<file path="src/hw/rtl/itoa_pkg.sv">
// Package for the integer to ASCII radix converter.
// Holds sizes, microcode word layout, the control program and the digit encoder.
// No dependencies; used by the top level and the checker.
`default_nettype none

package itoa_pkg;

	// Sizes of the value path and the digit store.
	localparam int VALUE_BITS   = 32;
	localparam int MAX_DIGITS   = 32;
	localparam int RADIX_BITS   = 6;
	localparam int CHAR_BITS    = 8;
	localparam int ADDR_BITS    = $clog2(MAX_DIGITS);
	localparam int CNT_BITS     = $clog2(MAX_DIGITS + 1);
	localparam int DIV_CNT_BITS = $clog2(VALUE_BITS);
	localparam int STEP_BITS    = 3;

	// Radix limits and the radix reset value.
	localparam logic [RADIX_BITS-1:0] RADIX_MIN   = RADIX_BITS'(2);
	localparam logic [RADIX_BITS-1:0] RADIX_MAX   = RADIX_BITS'(36);
	localparam logic [RADIX_BITS-1:0] RADIX_DEC   = RADIX_BITS'(10);
	localparam logic [RADIX_BITS-1:0] RADIX_RESET = RADIX_DEC;

	// ASCII codes.
	localparam logic [CHAR_BITS-1:0] ASCII_ZERO  = 8'h30;
	localparam logic [CHAR_BITS-1:0] ASCII_A     = 8'h61;
	localparam logic [CHAR_BITS-1:0] ASCII_MINUS = 8'h2d;
	localparam logic [CHAR_BITS-1:0] ASCII_NINE  = 8'h39;
	localparam logic [CHAR_BITS-1:0] ASCII_Z     = 8'h7a;

	typedef logic [STEP_BITS-1:0] step_t;
	typedef logic [1:0]           cond_t;

	// Branch conditions.
	localparam cond_t C_ALWAYS   = 2'd0;
	localparam cond_t C_BIT_DONE = 2'd1;
	localparam cond_t C_MORE     = 2'd2;
	localparam cond_t C_PTR_ZERO = 2'd3;

	// Program steps.
	localparam step_t S_IDLE  = 3'd0;
	localparam step_t S_DIV   = 3'd1;
	localparam step_t S_STORE = 3'd2;
	localparam step_t S_SIGN  = 3'd3;
	localparam step_t S_RD    = 3'd4;
	localparam step_t S_EMIT  = 3'd5;
	localparam step_t S_SPARE6 = 3'd6;
	localparam step_t S_SPARE7 = 3'd7;

	// One control word per program step.
	typedef struct packed {
		logic  in_rdy;
		logic  load;
		logic  div;
		logic  store;
		logic  sign;
		logic  rd;
		logic  emit;
		logic  wait_in;
		logic  wait_out;
		cond_t cond;
		step_t t_true;
		step_t t_false;
	} ctl_t;

	localparam ctl_t UCODE [2**STEP_BITS] = '{
		// S_IDLE: wait for a word, load the magnitude.
		'{in_rdy: 1'b1, load: 1'b1, div: 1'b0, store: 1'b0, sign: 1'b0, rd: 1'b0,
		  emit: 1'b0, wait_in: 1'b1, wait_out: 1'b0, cond: C_ALWAYS,
		  t_true: S_DIV, t_false: S_DIV},
		// S_DIV: one quotient bit per cycle.
		'{in_rdy: 1'b0, load: 1'b0, div: 1'b1, store: 1'b0, sign: 1'b0, rd: 1'b0,
		  emit: 1'b0, wait_in: 1'b0, wait_out: 1'b0, cond: C_BIT_DONE,
		  t_true: S_STORE, t_false: S_DIV},
		// S_STORE: keep the remainder as the next digit.
		'{in_rdy: 1'b0, load: 1'b0, div: 1'b0, store: 1'b1, sign: 1'b0, rd: 1'b0,
		  emit: 1'b0, wait_in: 1'b0, wait_out: 1'b0, cond: C_MORE,
		  t_true: S_DIV, t_false: S_SIGN},
		// S_SIGN: send the minus sign if needed, point at the top digit.
		'{in_rdy: 1'b0, load: 1'b0, div: 1'b0, store: 1'b0, sign: 1'b1, rd: 1'b0,
		  emit: 1'b0, wait_in: 1'b0, wait_out: 1'b1, cond: C_ALWAYS,
		  t_true: S_RD, t_false: S_RD},
		// S_RD: read one digit from the store.
		'{in_rdy: 1'b0, load: 1'b0, div: 1'b0, store: 1'b0, sign: 1'b0, rd: 1'b1,
		  emit: 1'b0, wait_in: 1'b0, wait_out: 1'b0, cond: C_ALWAYS,
		  t_true: S_EMIT, t_false: S_EMIT},
		// S_EMIT: send the digit, finish after the least significant one.
		'{in_rdy: 1'b0, load: 1'b0, div: 1'b0, store: 1'b0, sign: 1'b0, rd: 1'b0,
		  emit: 1'b1, wait_in: 1'b0, wait_out: 1'b1, cond: C_PTR_ZERO,
		  t_true: S_IDLE, t_false: S_RD},
		// Unused steps return to idle.
		'{in_rdy: 1'b0, load: 1'b0, div: 1'b0, store: 1'b0, sign: 1'b0, rd: 1'b0,
		  emit: 1'b0, wait_in: 1'b0, wait_out: 1'b0, cond: C_ALWAYS,
		  t_true: S_IDLE, t_false: S_IDLE},
		'{in_rdy: 1'b0, load: 1'b0, div: 1'b0, store: 1'b0, sign: 1'b0, rd: 1'b0,
		  emit: 1'b0, wait_in: 1'b0, wait_out: 1'b0, cond: C_ALWAYS,
		  t_true: S_IDLE, t_false: S_IDLE}
	};

	// Digit value to its ASCII character: 0..9 as digits, 10..35 as lower-case letters.
	function automatic logic [CHAR_BITS-1:0] digit_to_ascii(input logic [RADIX_BITS-1:0] d);
		logic [CHAR_BITS-1:0] d8;
		d8 = CHAR_BITS'(d);
		if (d8 > CHAR_BITS'(9)) begin
			return ASCII_A + d8 - CHAR_BITS'(10);
		end
		return ASCII_ZERO + d8;
	endfunction

endpackage

`default_nettype wire

</file>
<file path="src/hw/rtl/integer_to_ascii_radix.sv">
// Top level of the integer to ASCII radix converter.
// Depends on itoa_pkg and itoa_ram.
//
// Each accepted 32-bit signed value comes out as a stream of ASCII words in
// the base held in the radix register (values below 2 act as 2, above 36 as
// 36), most significant digit first, with last set on the final word. Digits
// above nine are lower-case letters, zero gives a single '0', and a leading
// '-' appears only for a negative value in base ten; other bases convert the
// raw 32-bit pattern as unsigned. The bit-serial divider produces one
// quotient bit per cycle and then stores each remainder as a digit;
// during output the digits are read back through the registered read
// port of the digit RAM.
// One item is converted at a time; the radix register may be written only
// while the block is idle.
`default_nettype none

module integer_to_ascii_radix (
	input  wire logic                                     clk,
	input  wire logic                                     arst_n,
	input  wire logic                                     cfg_wr_en,
	input  wire logic        [itoa_pkg::RADIX_BITS-1:0]   cfg_wr_data,
	input  wire logic                                     in_valid,
	output logic                                          in_ready,
	input  wire logic signed [itoa_pkg::VALUE_BITS-1:0]   value,
	output logic                                          out_valid,
	input  wire logic                                     out_ready,
	output logic             [itoa_pkg::CHAR_BITS-1:0]    character,
	output logic                                          last
);

	import itoa_pkg::*;

	step_t                   pc_q;
	ctl_t                    ctl;
	logic [RADIX_BITS-1:0]   radix_q;
	logic [RADIX_BITS-1:0]   base_eff;
	logic [RADIX_BITS-1:0]   base_q;
	logic [VALUE_BITS-1:0]   mag_q;
	logic [RADIX_BITS-1:0]   rem_q;
	logic [DIV_CNT_BITS-1:0] bit_q;
	logic [CNT_BITS-1:0]     cnt_q;
	logic [ADDR_BITS-1:0]    ptr_q;
	logic                    minus_q;
	logic                    out_valid_q;
	logic [CHAR_BITS-1:0]    char_q;
	logic                    last_q;
	logic [RADIX_BITS:0]     trial;
	logic                    geq;
	logic                    out_free;
	logic                    hold;
	logic                    cond_ok;
	logic                    do_load;
	logic                    do_sign;
	logic                    do_emit;
	logic                    load_neg;
	logic [RADIX_BITS-1:0]   rd_digit;

	// Control word for the current step.
	assign ctl = UCODE[pc_q];

	assign out_free = !out_valid_q || out_ready;
	assign hold     = (ctl.wait_in && !in_valid) || (ctl.wait_out && !out_free);
	assign do_load  = ctl.load && in_valid;
	assign do_sign  = ctl.sign && minus_q && out_free;
	assign do_emit  = ctl.emit && out_free;

	// Branch condition selected by the control word.
	always_comb begin
		unique case (ctl.cond)
			C_ALWAYS:   cond_ok = 1'b1;
			C_BIT_DONE: cond_ok = (bit_q == DIV_CNT_BITS'(VALUE_BITS - 1));
			C_MORE:     cond_ok = (mag_q != '0) && (cnt_q < CNT_BITS'(MAX_DIGITS - 1));
			C_PTR_ZERO: cond_ok = (ptr_q == '0);
			default:    cond_ok = 1'b1;
		endcase
	end

	// Step counter.
	always_ff @(posedge clk or negedge arst_n) begin
		if (!arst_n) begin
			pc_q <= S_IDLE;
		end else if (!hold) begin
			pc_q <= cond_ok ? ctl.t_true : ctl.t_false;
		end
	end

	// Radix register, saturated into the legal range.
	always_ff @(posedge clk or negedge arst_n) begin
		if (!arst_n) begin
			radix_q <= RADIX_RESET;
		end else if (cfg_wr_en) begin
			radix_q <= cfg_wr_data;
		end
	end

	always_comb begin
		priority if (radix_q < RADIX_MIN) begin
			base_eff = RADIX_MIN;
		end else if (radix_q > RADIX_MAX) begin
			base_eff = RADIX_MAX;
		end else begin
			base_eff = radix_q;
		end
	end

	// One restoring division step: shift in the next dividend bit, subtract if it fits.
	assign trial    = {rem_q, mag_q[VALUE_BITS-1]};
	assign geq      = trial >= {1'b0, base_q};
	assign load_neg = value[VALUE_BITS-1] && (base_eff == RADIX_DEC);

	// Divider datapath and digit count.
	always_ff @(posedge clk or negedge arst_n) begin
		if (!arst_n) begin
			cnt_q   <= '0;
			minus_q <= 1'b0;
		end else begin
			if (do_load) begin
				cnt_q   <= '0;
				minus_q <= load_neg;
			end else if (ctl.store) begin
				cnt_q <= cnt_q + 1'b1;
			end
		end
	end

	always_ff @(posedge clk) begin
		if (do_load) begin
			base_q <= base_eff;
			mag_q  <= load_neg ? (~value + 1'b1) : value;
			rem_q  <= '0;
			bit_q  <= '0;
		end else if (ctl.div) begin
			mag_q <= {mag_q[VALUE_BITS-2:0], geq};
			rem_q <= geq ? RADIX_BITS'(trial - {1'b0, base_q}) : trial[RADIX_BITS-1:0];
			bit_q <= bit_q + 1'b1;
		end else if (ctl.store) begin
			rem_q <= '0;
			bit_q <= '0;
		end
	end

	// Read pointer walks from the most significant digit down.
	always_ff @(posedge clk) begin
		if (ctl.sign && !hold) begin
			ptr_q <= ADDR_BITS'(cnt_q - 1'b1);
		end else if (do_emit && (ptr_q != '0)) begin
			ptr_q <= ptr_q - 1'b1;
		end
	end

	// Digit store.
	itoa_ram #(
		.WIDTH(RADIX_BITS),
		.DEPTH(MAX_DIGITS)
	) u_digits (
		.clk    (clk),
		.wr_en  (ctl.store),
		.wr_addr(cnt_q[ADDR_BITS-1:0]),
		.wr_data(rem_q),
		.rd_en  (ctl.rd),
		.rd_addr(ptr_q),
		.rd_data(rd_digit)
	);

	// Output register.
	always_ff @(posedge clk or negedge arst_n) begin
		if (!arst_n) begin
			out_valid_q <= 1'b0;
		end else if (do_sign || do_emit) begin
			out_valid_q <= 1'b1;
		end else if (out_ready) begin
			out_valid_q <= 1'b0;
		end
	end

	always_ff @(posedge clk) begin
		if (do_sign) begin
			char_q <= ASCII_MINUS;
			last_q <= 1'b0;
		end else if (do_emit) begin
			char_q <= digit_to_ascii(rd_digit);
			last_q <= (ptr_q == '0);
		end
	end

	assign in_ready  = ctl.in_rdy;
	assign out_valid = out_valid_q;
	assign character = char_q;
	assign last      = last_q;

endmodule

`default_nettype wire

</file>
<file path="src/hw/rtl/itoa_ram.sv">
// Generic single-write, single-read RAM with a registered read port.
// No dependencies.
`default_nettype none

module itoa_ram #(
	parameter int WIDTH = 8,
	parameter int DEPTH = 32
) (
	input  wire logic                     clk,
	input  wire logic                     wr_en,
	input  wire logic [$clog2(DEPTH)-1:0] wr_addr,
	input  wire logic [WIDTH-1:0]         wr_data,
	input  wire logic                     rd_en,
	input  wire logic [$clog2(DEPTH)-1:0] rd_addr,
	output logic      [WIDTH-1:0]         rd_data
);

	logic [WIDTH-1:0] mem_q [DEPTH];

	// Write port.
	always_ff @(posedge clk) begin
		if (wr_en) begin
			mem_q[wr_addr] <= wr_data;
		end
	end

	// Registered read port; data holds while rd_en is low.
	always_ff @(posedge clk) begin
		if (rd_en) begin
			rd_data <= mem_q[rd_addr];
		end
	end

endmodule

`default_nettype wire

</file>
<file path="config.mk">
export PLATFORM = sky130hd
export DESIGN_NAME = integer_to_ascii_radix
export DESIGN_NICKNAME = d
export VERILOG_FILES = /design/src/hw/rtl/itoa_pkg.sv /design/src/hw/rtl/integer_to_ascii_radix.sv /design/src/hw/rtl/itoa_ram.sv
export SDC_FILE = /design/constraint.sdc
export NUM_CORES = 1
export LEC_CHECK = 0
export BUFFER_PORTS_ARGS = -buffer_cell sky130_fd_sc_hd__buf_2
export CAP_MARGIN = 5
export CORE_MARGIN = 2
export CORE_UTILIZATION = 62
export CTS_CLUSTER_SIZE = 16
export DETAILED_ROUTE_END_ITERATION = 16
export PLACE_DENSITY_LB_ADDON = 0.2
export SLEW_MARGIN = 40
export SYNTH_ARGS = -nofsm -noshare
export SYNTH_HDL_FRONTEND = slang
export SYNTH_SLANG_ARGS = --single-unit
</file>
<file path="constraint.sdc">
create_clock -name clk -period 3.3 [get_ports clk]
set_clock_uncertainty 0.15 [all_clocks]
set_input_delay 0.33 -clock clk [delete_from_list [all_inputs] [get_ports clk]]
set_output_delay 0.33 -clock clk [all_outputs]
set_load 0.02 [all_outputs]
</file>
* Word-level counts from Yosys, hierarchy flattened
Memory sizes are Yosys's and may differ from the RTL's. A register that Yosys moved wholly into a read port is not among the register bits.
Cells that the tools add are included.
** Word-level totals
- Register bits after elaboration :: 80
- Bits in writable memories :: 192
- ROM bits :: 136
- Bits of input ports :: 43
- Output and inout bits :: 11
- Word-level logic and storage cells :: 89
- Memories :: 2
** Operators by class
- $add $sub $neg :: 9
- $lt $le $gt $ge :: 6
- Equality and inequality tests :: 5
- Multiplexer cells :: 27
- Bitwise gates (word level) :: 2
- Reductions and logical operators :: 26
** Memories
- u_digits.mem_q :: depth 32, bits a word 6, rd ports 1, clocked after Yosys merged registers in 1, wr ports 1, RTL line itoa_ram.sv:18 : logic [WIDTH-1:0] mem_q [DEPTH];
- (name not given) :: depth 8, bits a word 17, rd ports 1, clocked after Yosys merged registers in 0, wr ports 0, RTL line integer_to_ascii_radix.sv:59 : assign ctl = UCODE[pc_q];
** Operators with widths (number)
- $mux 32 :: 3
- $mux 6 :: 7
- $mux 17 :: 2
- $add 32x1->32 const B :: 1
- $not 32->32 :: 1
- $reduce_bool 32->1 :: 1
- $mux 5 :: 4
- $mux 8 :: 2
- $logic_and 1x1->1 :: 10
- $reduce_bool 2->1 :: 5
- $sub 5x1->5 const B :: 2
- $add 7x6->8 const A :: 1
- $sub 8x4->8 const B :: 1
- $add 6x6->7 const A :: 1
- $ge 7x6->1 :: 1
- $mux 1 :: 7
- $add 6x1->6 const B :: 1
- $eq 6x4->1 const B :: 1
- $gt 6x4->1 const B :: 1
- $gt 6x6->1 const B :: 1
- $lt 6x2->1 const B :: 1
- $lt 6x5->1 const B :: 1
- $sub 6x6->6 :: 1
- $add 5x1->5 const B :: 1
- other kinds (12) :: 18

* Depth between registers and ports, before layout
Gate-level depths: netlist of run 1.
- Word-level depth :: 9
- Mapped depth :: 9
- Depth with buffers taken out :: 9

* Cells and area by module
A second synthesis of run 1 with hierarchy kept.
** Second synthesis, totals
- Cell total of the unflattened synthesis :: 837
- Area total of the unflattened synthesis :: 12480.7 um^2
** By module, submodules not included
- itoa_ram :: times used 1, cells an instance 323, area an instance 7649.8 um^2, seq. area each 5945.7 um^2
- integer_to_ascii_radix :: times used 1, cells an instance 514, area an instance 4830.9 um^2, seq. area each 2119.5 um^2

* Worst setup path before layout of run 1
Ideal clock, no wire load.
- Kind :: reg-to-reg
- Start point :: reg pc_q[1]
- End point :: reg mag_q[0] (enable)
- Library setup time :: 0.389 ns
- Arrival :: 2.284 ns
- Required time :: 2.761 ns
- Slack :: 0.476 ns
- Stages on the path, launching flop included :: 6
- Buffers on the path :: 2
- Clock period less this slack :: 2.824 ns
- Path through :: dfrtp_1 -> buf_2 -> nor3_1 -> nand2_1 -> clkbuf_1 -> nand2_1
** Between the ends
- Longest elaborated chain between the ends :: 6
** RTL lines
- start, declared :: RTL line integer_to_ascii_radix.sv:33 : step_t pc_q;
- start signal, assigned :: RTL line integer_to_ascii_radix.sv:83 : pc_q <= cond_ok ? ctl.t_true : ctl.t_false;
- $not 3->4 (not written as such) (*) :: RTL line integer_to_ascii_radix.sv:59
- $mem_v2 8x17 (*)
- $mux 17 (not written as such) (*) (2 in series) :: RTL line integer_to_ascii_radix.sv:59
- $logic_and 1x1->1 :: RTL line integer_to_ascii_radix.sv:63 : assign do_load = ctl.load && in_valid;
- $reduce_bool 2->1 (no line) (*)
- end signal, assigned :: RTL line integer_to_ascii_radix.sv:129 : mag_q <= load_neg ? (~value + 1'b1) : value;
- end signal, assigned :: RTL line integer_to_ascii_radix.sv:133 : mag_q <= {mag_q[VALUE_BITS-2:0], geq};
- end, declared :: RTL line integer_to_ascii_radix.sv:38 : logic [VALUE_BITS-1:0] mag_q;
Mark *: on every way between the ends. The rest lies on a longest branch, timed or not. The select of a mux whose other input is x is not followed.
A chain may end at the register's enable or synchronous reset.

* Worst setup path after layout of run 1
- Start point :: reg pc_q[2]
- End point :: mem u_digits.mem_q[15][4] (netlist bit) (enable)
** Between the ends
- Longest elaborated chain between the ends :: 6
** RTL lines
- $not 3->4 (not written as such) :: RTL line integer_to_ascii_radix.sv:59
- $mem_v2 8x17
- $mux 17 (not written as such) (2 in series) :: RTL line integer_to_ascii_radix.sv:59
- $mux 1 :: RTL line itoa_ram.sv:22 : if (wr_en) begin
- $mux 1 (not written as such) :: RTL line itoa_ram.sv:23 : mem_q[wr_addr] <= wr_data;
- end, declared :: RTL line itoa_ram.sv:18
No other way between the ends. The select of a mux whose other input is x is not followed.

==> flow_summary.json, run 1 <==
{
  "numCtsBuffers": 29,
  "worst_slew_pin_slew_ps": 758,
  "pre_cts_slack_ps": 424,
  "setup_repair_after_global_routing_missed_its_margin": "no",
  "sw_frac_of_total": 0.319,
  "crit_arrival_ps": 2910,
  "antenna_found_initial": 2,
  "timing.critical_path.required_ps": 3320,
  "fraction_of_final_layout_cells_with_drive_strength_greater_than_1": 0.196,
  "power.density_cell_area_nw_per_um2": 838,
  "dr.pass1.iters": 6,
  "clock_power_share": 0.258,
  "detail_route.wl_per_cell_um": 22.3,
  "combinationalPowerShare": 0.306,
  "grt-ovfl-total": 0,
  "power.switching_mw": 3.74,
  "cts_root_buffer": "clkbuf_16",
  "warnings_from_yosys": 0,
  "netlist_instances": 858,
  "placed_cell_area_um2": 13000,
  "min-delay-path-class": "in2reg",
  "port-buffer-count": 53,
  "drc_errors": 0,
  "grt_max_degree": 59,
  "fraction_of_registers_with_async_set_reset": 0.0612,
  "p_leak_nw": 4.86,
  "mappedNetlistNets": 922,
  "starting_drc_count_in_detailed_routing": 841,
  "dieArea_um2": 21300,
  "routed_wl_mm": 27.1,
  "ir_worst_vdd_mv": 0.600,
  "vias_cell": 6.31,
  "crit_start": "pc_q[2]",
  "die_h_um": 146,
  "synthDistinctLibCells": 56,
  "proportion_of_netlist_area_held_by_the_largest_area_contributor": 0.580,
  "grt_pass1_vias": 7601,
  "design.core.area_um2": 19600,
  "initial_standard_cell_utilization_of_the_core": 0.636,
  "dominantRegCellSynth": "edfxtp_1",
  "final-hold-violation-count": 0,
  "die_width_um": 146,
  "rrSetupSlack_ps": 420,
  "cts_tree": "done",
  "seqPwrFrac": 0.436,
  "timing.final.max_slew_violations": 0,
  "power.internal_mw": 8.01,
  "route.antenna.remaining_nets": 0,
  "dpl.hpwl_mm": 17.5,
  "synth-edff-count": 241,
  "synthesis.area_per_instance_um2": 14.5,
  "stdcell_area_um2": 14000,
  "synth_top_cell_by_area": "edfxtp_1",
  "yosys.cell_count.top_type": "edfxtp_1",
  "status": "finished, final reports clean",
  "r2r_start": "pc_q[2]",
  "timing.setup.tns_ps": 0,
  "max_clock_freq_mhz": 347,
  "critPathCapture": "u_digits.mem_q[15][4]",
  "min_period_ps": 2880,
  "globalplace.congestion": 0.884,
  "postLayoutSetupSlackWorst_ps": 416,
  "areaGrowthSynthToFinish_pct": 12.5,
  "finalCoreUtilization": 0.716,
  "synth.cell_area_um2": 12500,
  "crit_path_start_kind": "flip-flop",
  "rr_worst_depth": 4,
  "drv_cap": 0,
  "maximum_root_to_sink_buffer_count": 3,
  "grt_pass1_wl_mm": 42.7,
  "post_synth_main_area_contributors": "edfxtp_1 (58%), mux4_2 (11%), dfxtp_1 (3.2%), dfrtp_1 (3.0%), o21ai_0 (2.5%)",
  "final-setup-viol-count": 0,
  "synth.yosys.seq_area_share": 0.647,
  "insertion_delay_ps": 550,
  "numClockSinks": 278,
  "postCtsSetupRepairBufs": 0,
  "timing.setup.critical_path_class": "reg2reg",
  "num_vias": 7683,
  "num-nets-final": 995,
  "worst_setup_hold_path_clk_slew_ps": 60,
  "critPathCaptureType": "flip-flop",
  "ios": 54,
  "groute.usage.overall": 0.259,
  "r2r-end": "u_digits.mem_q[15][4]",
  "num_rows": 51,
  "critPathMaxFanout": 18,
  "final.period_utilization": 0.874,
  "yosys_register_bits": 278,
  "slew_headroom": 0.494,
  "synth_top_cells_by_count": "edfxtp_1 (241), nor2_1 (79), nand2_1 (69)",
  "maximum_level_of_the_cts_h_tree": 1
}
## power by group through the flow
stage	Clock [mW]	Combinational (mW)	Sequential, mW
6_report	3.03	3.59	5.13
5_1_grt	3.19	3.91	5.19
4_1_cts	3.06	3.60	5.12
3_5_place_dp	0	3.56	5.19
3_3_place_gp	0	3.41	5.16
2_1_floorplan	0	2.45	5.21
## placed cells by master, fill, tap and decap left out, drive strengths merged, types with 6 or more instances in the layout
| master | n |
|---|---|
| dlygate4sd3 | 14 |
| dfrtp | 15 |
| xnor2 | 18 |
| nand3 | 11 |
| dfxtp | 20 |
| mux4 | 60 |
| mux2 | 12 |
| clkinv | 14 |
| a21oi | 20 |
| nand2b | 8 |
| nor4 | 15 |
| nand2 | 69 |
| nor3 | 27 |
| o21ai | 63 |
| inv | 23 |
| mux2i | 9 |
| nor2 | 79 |
| buf | 69 |
| ha | 20 |
| nor2b | 6 |
| xor2 | 20 |
| clkbuf | 35 |
| edfxtp | 241 |
| nand4 | 7 |
| o31ai | 8 |
## final cells by class
cell class                      instances  area [um2]
Timing Repair Buffer                   83         538
Tap cell                              265         332
Multi-Input combinational cell        517        4120
Antenna cell                            1        2.50
Fill cell                            1260        5570
Clock buffer                           35         748
Clock inverter                         17         129
Sequential cell                       278        8070
Inverter                               22        82.6
## how the worst min path moves through the flow
stage | cells after the start | startpoint | endpoint
after floorplan | 0 | arst_n | cnt_q[0]
after global placement | 1 | arst_n | pc_q[0]
after detailed placement | 1 | arst_n | pc_q[0]
after CTS | 3 | out_ready | out_valid
after global routing | 3 | value[31] | mag_q[31]
final | 3 | out_ready | out_valid
## critical path, stage by stage, from the launching register on
cell	delay (ps)
dfrtp_1	540
nand2b_1	280
nor2_1	410
nand2_1	490
nor2_1	640
## metrics by stage
| step | total power [mW] | hold WS (ps) | cells |
|---|---|---|---|
| floorplan | 7.66 | -116 | 858 |
| global placement | 8.56 | 130 | 1151 |
| detailed placement | 8.74 | 142 | 1151 |
| CTS | 11.8 | 14.7 | 1217 |
| global route | 12.3 | 52.8 | 1217 |
| finish | 11.7 | 28.7 | 1218 |
## flip-flops by register name, indices dropped and copies added, names as in the netlist, 3 cells and up
| name | flops |
|---|---|
| base_q | 6 |
| bit_q | 5 |
| character | 8 |
| cnt_q | 6 |
| mag_q | 32 |
| pc_q | 3 |
| ptr_q | 5 |
| radix_q | 6 |
| rem_q | 6 |
| u_digits.mem_q | 192 |
| u_digits.rd_data | 6 |
## layer usage
metal  part of all wire  routed length (um)  global-route usage  up-vias
met5                  0                   0                   0        -
met4              0.022                 594              0.0681        0
met3              0.082                2230              0.0423       46
met2               0.49               13200               0.421      368
met1               0.41               11100               0.372     3812
li1                   -                   -                   -     3457
## cells by family after synthesis
kind of cell	share of synthesized area
buffers and inverters	0.0224
AO/OA/AOI/OAI	0.0616
AND/OR/NAND/NOR	0.0935
XOR/XNOR	0.0267
multiplexers	0.126
flip-flops	0.647
adder cells (fa/ha/maj)	0.0225
## timing repair
| action | in CTS | in global routing |
|---|---|---|
| hold endpoints to repair | 23 | 0 |
| hold buffers | 14 | 0 |
| gates resized for setup | 0 | 0 |
Power figures use the tool's default switching activity.
==> inputs of run 2 (changes only) <==
REMOVE_ABC_BUFFERS = 1   (was default)
==> flow_summary.json, run 2 (synthesis results as in run 1) <==
{
  "slew_headroom": 0.470,
  "final-setup-viol-count": 0,
  "crit_path_max_incr_delay_ps": 630,
  "power.density_cell_area_nw_per_um2": 854,
  "min-delay-path-class": "in2reg",
  "finalPower_mw": 12.1,
  "fraction_of_final_layout_cells_with_drive_strength_greater_than_1": 0.198,
  "port-buffer-count": 53,
  "critPathMaxFanout": 18,
  "timing.setup.critical_path_class": "reg2reg",
  "path_buf_inv": 0,
  "antenna_found_initial": 0,
  "maximum_root_to_sink_buffer_count": 3,
  "grt_pass1_vias": 7802,
  "max_clock_freq_mhz": 359,
  "postLayoutSetupSlackWorst_ps": 513,
  "final.period_utilization": 0.845,
  "grt_pass1_wl_mm": 43.6,
  "groute.usage.overall": 0.262,
  "p_leak_nw": 4.89,
  "globalplace.congestion": 0.863,
  "cpMaxStageDelayCell": "nor2_1",
  "route.antenna.remaining_nets": 0,
  "vias_cell": 6.42,
  "postCtsSetupRepairBufs": 0,
  "timing.final.max_slew_violations": 0,
  "drv_cap": 0,
  "pre_cts_slack_ps": 549,
  "insertion_delay_ps": 540,
  "num-nets-final": 994,
  "dpl.hpwl_mm": 17.0,
  "numPlacedInstances": 1151,
  "design.core.area_um2": 19600,
  "grt-ovfl-total": 0,
  "layout_commonest_cell": "edfxtp_1",
  "timing.critical_path.required_ps": 3320,
  "cts_root_buffer": "clkbuf_16",
  "crit_path_cell_trace": "nand2b_1, nor2_1, nand2_1, nor2_1",
  "layoutNonFillerInstCount": 1214,
  "grt_max_degree": 59,
  "dr.pass1.iters": 7,
  "worst_slew_pin_slew_ps": 786,
  "areaGrowthSynthToFinish_pct": 13.2,
  "min_period_ps": 2790,
  "num_rows": 51,
  "largest_reg_flops": 192,
  "num_vias": 7791,
  "register_containing_the_most_flip_flops_in_the_final_layout": "u_digits.mem_q",
  "ios": 54,
  "timing.setup.tns_ps": 0,
  "final-hold-violation-count": 0,
  "drc_errors": 0,
  "antenna_cells": 0,
  "crit_arrival_ps": 2810,
  "dieArea_um2": 21300,
  "commonest_cells_after_routing_fill_and_taps_aside": "edfxtp_1 (241), nor2_1 (79), nand2_1 (69)",
  "family_with_the_most_delay_on_the_worst_path": "simple AND/OR/NAND/NOR gates",
  "maximum_level_of_the_cts_h_tree": 1,
  "numCtsBuffers": 28,
  "initial_standard_cell_utilization_of_the_core": 0.636,
  "critPathCaptureType": "flip-flop",
  "routed_wl_mm": 27.1,
  "detail_route.wl_per_cell_um": 22.4,
  "ir_worst_vdd_mv": 0.446,
  "starting_drc_count_in_detailed_routing": 759,
  "crit_path_start_kind": "flip-flop",
  "die_h_um": 146,
  "setup_repair_after_global_routing_missed_its_margin": "no",
  "worst_hold_slack_ps": 38.5,
  "worst_setup_hold_path_clk_slew_ps": 70,
  "critical_path.most_common_cell": "nor2_1",
  "numClockSinks": 278,
  "die_width_um": 146,
  "status": "finished, final reports clean",
  "cts_tree": "done"
}
[run 2: cell count changes in the layout (fill, tap and decap cells not counted), sizes merged]
cell / previous run / this run
clkbuf: 35 / 31
inv: 23 / 22
diode: 1 / 0
clkinv: 14 / 11
clkinvlp: 0 / 1
bufinv: 2 / 6
[run 2: path summary, 6_finish.rpt]
| kind | startpoint | endpoint | slack (ps) | cells past startpoint |
|---|---|---|---|---|
| setup / recovery | pc_q[2] | u_digits.mem_q[0][1] | 510 | 4 |
| max in group asynchronous | arst_n | radix_q[3] | 2470 | 2 |
| hold / removal | value[0] | mag_q[0] | 40 | 3 |
| hold reg to reg | last | last | 320 | 2 |
| setup reg to reg | pc_q[2] | u_digits.mem_q[0][1] | 510 | 4 |
| min in group asynchronous | arst_n | pc_q[0] | 160 | 2 |
[run 2: stage by stage]
stage          cell area (um2)   util
2_1_floorplan            12300      -
3_3_place_gp             13000  0.664
3_5_place_dp             13000  0.664
4_1_cts                  14100  0.721
5_1_grt                  14100  0.721
6_report                 14100  0.721
[run 2: where the power goes]
group,internal [mW],switching (mW)
sequential,4.75,0.365
clock,2.01,1.29
combinational,1.52,2.12
total,8.28,3.77
[run 2: routing by layer]
layer | vias up | wire [um] | GRT usage
li1 | 3458 | - | -
met1 | 3941 | 11000 | 0.364
met2 | 351 | 13700 | 0.440
met3 | 41 | 1950 | 0.0429
met4 | 0 | 495 | 0.0676
met5 | - | 0 | 0
[run 2: worst reg2reg max path, cell delays in order (launching register included)]
cell and delay, ps:
dfrtp_1 540, nand2b_1 280, nor2_1 370, nand2_1 450, nor2_1 630
[run 2: cell type report]
class	count	area [um2]
well taps	265	332
repair buffers	83	551
clock inverters	18	249
inverters	22	82.6
multi-input cells	517	4120
clock buffers	31	712
flip-flops and latches	278	8070
fillers	1241	5480
[run 2: what timing repair did]
item | in CTS | in global routing
endpoints found under the hold margin | 23 | 0
hold buffers | 14 | 0
gates resized for setup | 0 | 0
==> inputs of run 3 (changes only) <==
CORE_UTILIZATION = 56   (was 62)
clock period = 2.2 ns   (was 3.3 ns; I/O delays follow)
==> flow_summary.json, run 3 (synthesis results as in run 1) <==
{
  "dieArea_um2": 23500,
  "drv_cap": 0,
  "min-delay-path-class": "in2async",
  "vias_cell": 6.26,
  "setup_repair_after_global_routing_missed_its_margin": "yes",
  "min_period_ps": 2470,
  "critPathMaxFanout": 6,
  "areaGrowthSynthToFinish_pct": 25.0,
  "design.core.area_um2": 21800,
  "maximum_root_to_sink_buffer_count": 3,
  "timing.setup.tns_ps": -2030,
  "numClockSinks": 278,
  "violations": "hold timing, setup timing",
  "p_leak_nw": 5.56,
  "drc_errors": 0,
  "groute.usage.overall": 0.266,
  "globalplace.congestion": 0.868,
  "finalPower_mw": 19.3,
  "worst_hold_slack_ps": -8.70,
  "fillers": 1310,
  "critPathCaptureType": "flip-flop",
  "ff_latch_area_um2": 8070,
  "power.density_cell_area_nw_per_um2": 1240,
  "crit_path_start_kind": "flip-flop",
  "multi_input_area_um2": 4440,
  "timing.final.max_slew_violations": 0,
  "antenna_found_initial": 0,
  "grt_pass1_wl_mm": 47.3,
  "num-nets-final": 1108,
  "placed_cell_area_um2": 13600,
  "final-setup-viol-count": 20,
  "die_width_um": 153,
  "die_h_um": 153,
  "grt_max_degree": 60,
  "maximum_level_of_the_cts_h_tree": 1,
  "stdcell_area_um2": 15600,
  "dr.pass1.iters": 5,
  "max_clock_freq_mhz": 405,
  "cpMaxStageDelayCell": "mux4_2",
  "num_rows": 54,
  "final.period_utilization": 1.12,
  "largest_reg_flops": 192,
  "layout_commonest_cell": "edfxtp_1",
  "crit_path_cell_trace": "buf_8, buf_12, buf_16, mux4_2, mux4_2, mux2_4",
  "starting_drc_count_in_detailed_routing": 889,
  "numCtsBuffers": 29,
  "antenna_cells": 0,
  "worst_setup_hold_path_clk_slew_ps": 60,
  "routed_wl_mm": 32.6,
  "insertion_delay_ps": 550,
  "commonest_cells_after_routing_fill_and_taps_aside": "edfxtp_1 (241), buf_4 (81), nor2_1 (67)",
  "grt-ovfl-total": 0,
  "grt_pass1_vias": 8131,
  "status": "finished with violations",
  "slew_headroom": 0.585,
  "critical_path.most_common_cell": "mux4_2",
  "register_containing_the_most_flip_flops_in_the_final_layout": "u_digits.mem_q",
  "crit_path_max_incr_delay_ps": 510,
  "ir_worst_vdd_mv": 0.736,
  "port-buffer-count": 53,
  "cts_tree": "done",
  "crit_arrival_ps": 2620,
  "timing.critical_path.required_ps": 2350,
  "cts_root_buffer": "clkbuf_16",
  "fraction_of_final_layout_cells_with_drive_strength_greater_than_1": 0.306,
  "worst_slew_pin_slew_ps": 617,
  "detail_route.wl_per_cell_um": 24.2,
  "dpl.hpwl_mm": 20.1,
  "final-hold-violation-count": 15,
  "postLayoutSetupSlackWorst_ps": -272,
  "route.antenna.remaining_nets": 0,
  "timing.setup.critical_path_class": "reg2reg",
  "initial_standard_cell_utilization_of_the_core": 0.571,
  "ios": 54,
  "finalCoreUtilization": 0.714,
  "num_vias": 8414
}
## run 3: cell type report
class | instances | area share
repair buffers | 196 | 0.109
multi-input cells | 517 | 0.285
clock inverters | 14 | 0.0124
clock buffers | 37 | 0.0485
inverters | 22 | 0.00530
flip-flops and latches | 278 | 0.518
well taps | 280 | 0.0225
## run 3: per-stage QoR
step | setup WS [ps] | std cells
floorplan | -1610 | 817
global placement | -216 | 1234
detailed placement | -268 | 1234
CTS | -247 | 1335
global route | -309 | 1344
finish | -272 | 1344
## run 3: path summary, 6_finish.rpt
check	end	startpoint	slack [ps]	cells past startpoint
min reg2reg	last	last	320	2
min in group clk	mag_q[13]	value[13]	10	3
max	u_digits.rd_data[4]	ptr_q[0]	-270	6
min	radix_q[0]	arst_n	-9	2
max in group asynchronous	radix_q[1]	arst_n	1580	2
max reg2reg	u_digits.rd_data[4]	ptr_q[0]	-270	6
## run 3: routing by layer
metal	up-vias	GRT usage	wire [um]
met5	-	0	0
met3	74	0.0445	2390
li1	3700	-	-
met4	0	0.0988	1240
met2	434	0.441	16300
met1	4206	0.358	12600
## run 3: power by group
group | switching [mW] | internal (mW) | total (mW) | leakage [nW]
registers | 0.489 | 7.15 | 7.64 | 2.61
clock network | 1.96 | 2.99 | 4.95 | 0.464
logic | 3.64 | 3.04 | 6.68 | 2.49
## run 3: repair_timing
item                                   4_1_cts  5_1_grt
endpoints found under the hold margin       50        0
cloned                                       4        5
pin swaps                                    0       33
setup endpoints to repair                   31      176
hold buffers                                41        0
resized for setup                           18       95
buffers inserted                             5        5
## run 3: worst max-delay path, delay by kind of cell (launching register included)
kind | cells | cell delay [ps]
buffers and inverters | 3 | 410
DFF | 1 | 360
muxes | 3 | 1310
